### config.mk
export PLATFORM = sky130hd
export DESIGN_NAME = kdms_ram
export DESIGN_NICKNAME = d
export VERILOG_FILES = /design/src/hdl/kdms_ram.sv
export SDC_FILE = /design/constraint.sdc
export NUM_CORES = 1
export LEC_CHECK = 0
export BUFFER_PORTS_ARGS = -buffer_cell sky130_fd_sc_hd__buf_2
export CORE_MARGIN = 2
export CORE_UTILIZATION = 63
export CTS_CLUSTER_DIAMETER = 60
export DETAILED_ROUTE_END_ITERATION = 10
export PLACE_DENSITY = 0.8
export SYNTH_ARGS = -nofsm -noshare
export SYNTH_HDL_FRONTEND = slang
export SYNTH_SLANG_ARGS = --single-unit
### constraint.sdc
create_clock -name clk -period 3.1 [get_ports clk]
set_input_delay 0.465 -clock clk [delete_from_list [all_inputs] [get_ports clk]]
set_output_delay 0.465 -clock clk [all_outputs]
set_load 0.01 [all_outputs]
### src/hdl/kdms_ram.sv
// kdms_ram: generic simple dual-port RAM, one write and one registered read port.
// No package dependencies.
module kdms_ram #(
  parameter int WIDTH = 16,
  parameter int DEPTH = 64
) (
  input  logic                     clk,
  input  logic                     we,
  input  logic [$clog2(DEPTH)-1:0] waddr,
  input  logic [WIDTH-1:0]         wdata,
  input  logic [$clog2(DEPTH)-1:0] raddr,
  output logic [WIDTH-1:0]         rdata
);
  logic [WIDTH-1:0] mem [DEPTH];

  always_ff @(posedge clk) begin
    if (we) begin
      mem[waddr] <= wdata;
    end
    rdata <= mem[raddr];
  end
endmodule

Word-level counts from Yosys, hierarchy flattened
Memory sizes are Yosys's and may differ from the RTL's. A register that Yosys moved wholly into a read port is not among the register bits.
Index checks and enable logic that the tools add are counted.
Operators by class
  eq/ne operators: 0
  reductions and logical operators: 0
  divide/modulo/power cells: 0
  add/sub/neg operators: 0
  shift operators: 0
  mux-type cells: 2
  bitwise logic cells: 0
  $lt $le $gt $ge: 0
  multipliers: 0
Operator list (count)
  $mux W1: 2
Storage, ports and cells
  output and inout bits: 16
  input port bits: 30
  bits in latches: 0
  memory bits (writable): 1024
  logic and storage cells: 3
  memories kept: 1
  bits in read-only memories: 0
  flip-flop bits (word level): 0
Memories
  mem: words 64, width 16, rd ports 1, clocked after Yosys merged registers in 1, wr ports 1, line 14  | logic [WIDTH-1:0] mem [DEPTH];

Longest topological paths before layout
  word-level depth: 2
  depth in mapped cells: 10
  gate-level depth less buffers: 5

Worst setup path before layout
OpenSTA, ideal clock, no wires.
  path type: in2reg
  start point: input port waddr[3]
  end point: memory mem[48][0], enable pin
  stages: 4
  setup time: 0.409 ns
  arrival time: 2.091 ns
  path slack: 0.600 ns
  path through: clkbuf_1 nor2b_1 nand4b_1 nor3_1
RTL lines
  start: declaration: line 9  | input logic [$clog2(DEPTH)-1:0] waddr,
  end: declaration: line 14
Straight into the memory's write port.

==> results.sh <==
export IMPL_dp_hpwl_microns=56600
export IMPL_clock_path_buffers=3
export IMPL_avgSynthCellArea_sq_um=21.9
export IMPL_root_buffer="clkbuf_16"
export IMPL_synth_async_reset_ratio_pct=0
export IMPL_viasPerCell=6.85
export IMPL_min_to="mem[19][9]"
export IMPL_netlist_area_sq_um=40000
export IMPL_wl_per_cell_microns=32.6
export IMPL_vias=20200
export IMPL_clock_sinks=1040
export IMPL_synth_enable_flop_cells=1024
export IMPL_netlist_instances=1829
export IMPL_worst_setup_path_start_kind="input port"
export IMPL_drt_drc_violations_left=0
export IMPL_drv_cap=0
export IMPL_ff2ff_setup_slack_ns=0.82
export IMPL_syn_to_final_growth_pct=12.5
export IMPL_synth_main_ff_cell="edfxtp_1"
export IMPL_grt_pass1_vias=20400
export IMPL_setup_violations=0
export IMPL_synth_distinct_cells=43
export IMPL_period_needed_ns=2.37
export IMPL_nFillCells=3516
export IMPL_globalRoute_totalOverflow=0
export IMPL_first_pass_iters=6
export IMPL_slew_headroom_pct=10.0
export IMPL_portBuffers=45
export IMPL_worst_setup_path_end_kind="register"
export IMPL_rr_endpoint="rdata[11]"
export IMPL_hold_violations=0
export IMPL_crit_arrival_ns=2.87
export IMPL_power_density_nw_per_um2=635
export IMPL_cts_resized=0
export IMPL_global_route_usage_total_pct=30.1
export IMPL_worstMarginPinSlew_ns=1.35
export IMPL_wl_met3_microns=11800
export IMPL_cts_setup_buffers=0
export IMPL_fin_tns_setup_ns=0
export IMPL_peakVddDrop_mv=0.521
export IMPL_power_leakage_nw=14.5
export IMPL_rsz0062_at_grt="no"
export IMPL_power_mw=28.6
export IMPL_yosys_warnings=0
export IMPL_hp_start="wdata[9]"
export IMPL_grt_pass1_wl_microns=141000
export IMPL_critPathLaunch="raddr[0]"
export IMPL_die_area_sq_um=65600
export IMPL_r2r_worst_path_cells=6
export IMPL_fmaxAchievable_ghz=0.423
export IMPL_wl_microns=96300
export IMPL_highest_layer="met5"
export IMPL_die_h_microns=256
export IMPL_die_w_microns=256
export IMPL_clock_skew_ns=0.0199
export IMPL_place_area_sq_um=42000
export IMPL_fin_nets=2052
export IMPL_initial_core_util_pct=63.6
export IMPL_num_rows=92
export IMPL_syn_num_nets=1859
export IMPL_antenna_found_initial=11
export IMPL_wl_met1_microns=34000
export IMPL_insertion_delay_ns=0.67
export IMPL_cts_tree="yes"
export IMPL_ys_ff_latch=1040
export IMPL_drt_iter0_drc=2980
export IMPL_io_pins=46
export IMPL_htree_num_levels=3
export IMPL_yosysSeqAreaShare_pct=77.6
export IMPL_grt_max_degree=83
export IMPL_critPathMaxFanout=33
export IMPL_status="completed"
export IMPL_ant_nets=0
export IMPL_r2r_start="mem[20][11]"
export IMPL_place_gp_congestion=0.910
export IMPL_cts_buffers_inserted=99
export IMPL_wl_met2_microns=46400
export IMPL_worstSetupPathType="input port to register"
export IMPL_final_max_slew_viol_count=0
export IMPL_min_path_cells=1
export IMPL_worstPathRequired_ns=3.61
export IMPL_post_route_period_util_pct=76.3
export IMPL_core_area_sq_um=63000
export IMPL_drive_above_1_share_pct=28.3
export IMPL_postCtsHoldBufs=0
export IMPL_final_core_util_pct=71.6
export IMPL_worstHoldPathType="input port to register"
export IMPL_finalInstanceArea_sq_um=45100
export IMPL_clk_pin_slew_worst_paths_ns=0.06
[power by group]
| part | total (mW) | internal [mW] | switching [mW] |
|---|---|---|---|
| combinational | 1.51 | 0.565 | 0.941 |
| sequential | 15.6 | 15.6 | 0.0553 |
| clock | 11.5 | 6.41 | 5.07 |
| total | 28.6 | 22.5 | 6.07 |
[registers in the layout, summed over array words and instances, names as in the netlist]
name and count:
mem 1024, rdata 16
[per-stage QoR]
stage                     hold WS (ns)  setup WS, ns  std cells
final                            0.295         0.734       2951
after global routing             0.296         0.702       2949
after CTS                        0.269         0.808       2946
after detailed placement         0.836        0.0851       2767
after global placement           0.837         0.136       2767
after floorplan                  0.564         0.600       1829
[placed cells by master, fill, tap and decap left out, types with 17 or more instances in the layout]
cell type and instances:
clkbuf_1 20, a22oi_1 39, mux2_2 27, nand2_1 59, mux2i_1 85, a21oi_1 17
clkinv_2 22, clkbuf_16 101, nor2_1 72, nor2b_1 30, mux4_2 220, buf_2 42
nand3_1 24, edfxtp_1 1024, buf_12 17, buf_4 134
[routing by layer]
metal  track usage, %  vias to the layer above
met5                0                        -
met4             12.2                       10
met3             6.41                      244
met2             46.9                     1523
met1             42.4                    10400
li1                 -                     8053
[area by class of cell]
type	instances	area [sq um]	area share [%]
flip-flops and latches	1040	31100	69.0
well taps	846	1060	2.35
clock inverters	57	449	0.997
multi-input cells	685	8250	18.3
clock buffers	122	2620	5.81
diodes	5	12.5	0.0278
repair buffers	196	1600	3.54
[Yosys cell counts, types with 12 or more instances]
cell type  instances  area share (%)
a22oi_1           39            0.73
a221oi_1          16            0.35
nor2_1            72            0.67
buf_4             13            0.24
nand4_1           12            0.19
nand3_1           24            0.30
buf_6             17            0.48
dfxtp_1           16            0.80
nand2_1           59            0.55
edfxtp_1        1024              77
mux2i_1           85             2.1
mux4_2           220              12
clkbuf_1          24            0.22
nor2b_1           30            0.47
a21oi_1           17            0.21
buf_2             36            0.45
mux2_2            27            0.76
[logic make-up (layout without fill, tap and decap cells)]
logic type	count (synthesis)	count (layout)	synth area share, %
buffers and inverters	104	375	1.83
other	0	5	0
multiplexers	336	336	15.5
flip-flops	1040	1040	77.6
AND/OR/NAND/NOR	220	220	2.65
AO/OA/AOI/OAI	129	129	2.41
[worst max path at each step]
stage                             to  slack, ns
after floorplan           mem[48][0]       0.60
after global placement     rdata[11]       0.14
after detailed placement   rdata[11]       0.09
after CTS                  rdata[11]       0.81
after global routing       rdata[11]       0.70
final                      rdata[11]       0.73
[critical path: stages]
cell      delay [ns]
buf_8           0.25
buf_12          0.30
mux4_2          0.53
nor2b_1         0.16
a211o_1         0.33
a31oi_1         0.61
a311oi_1        0.11
No activity file was read; power rests on OpenSTA's default activity.
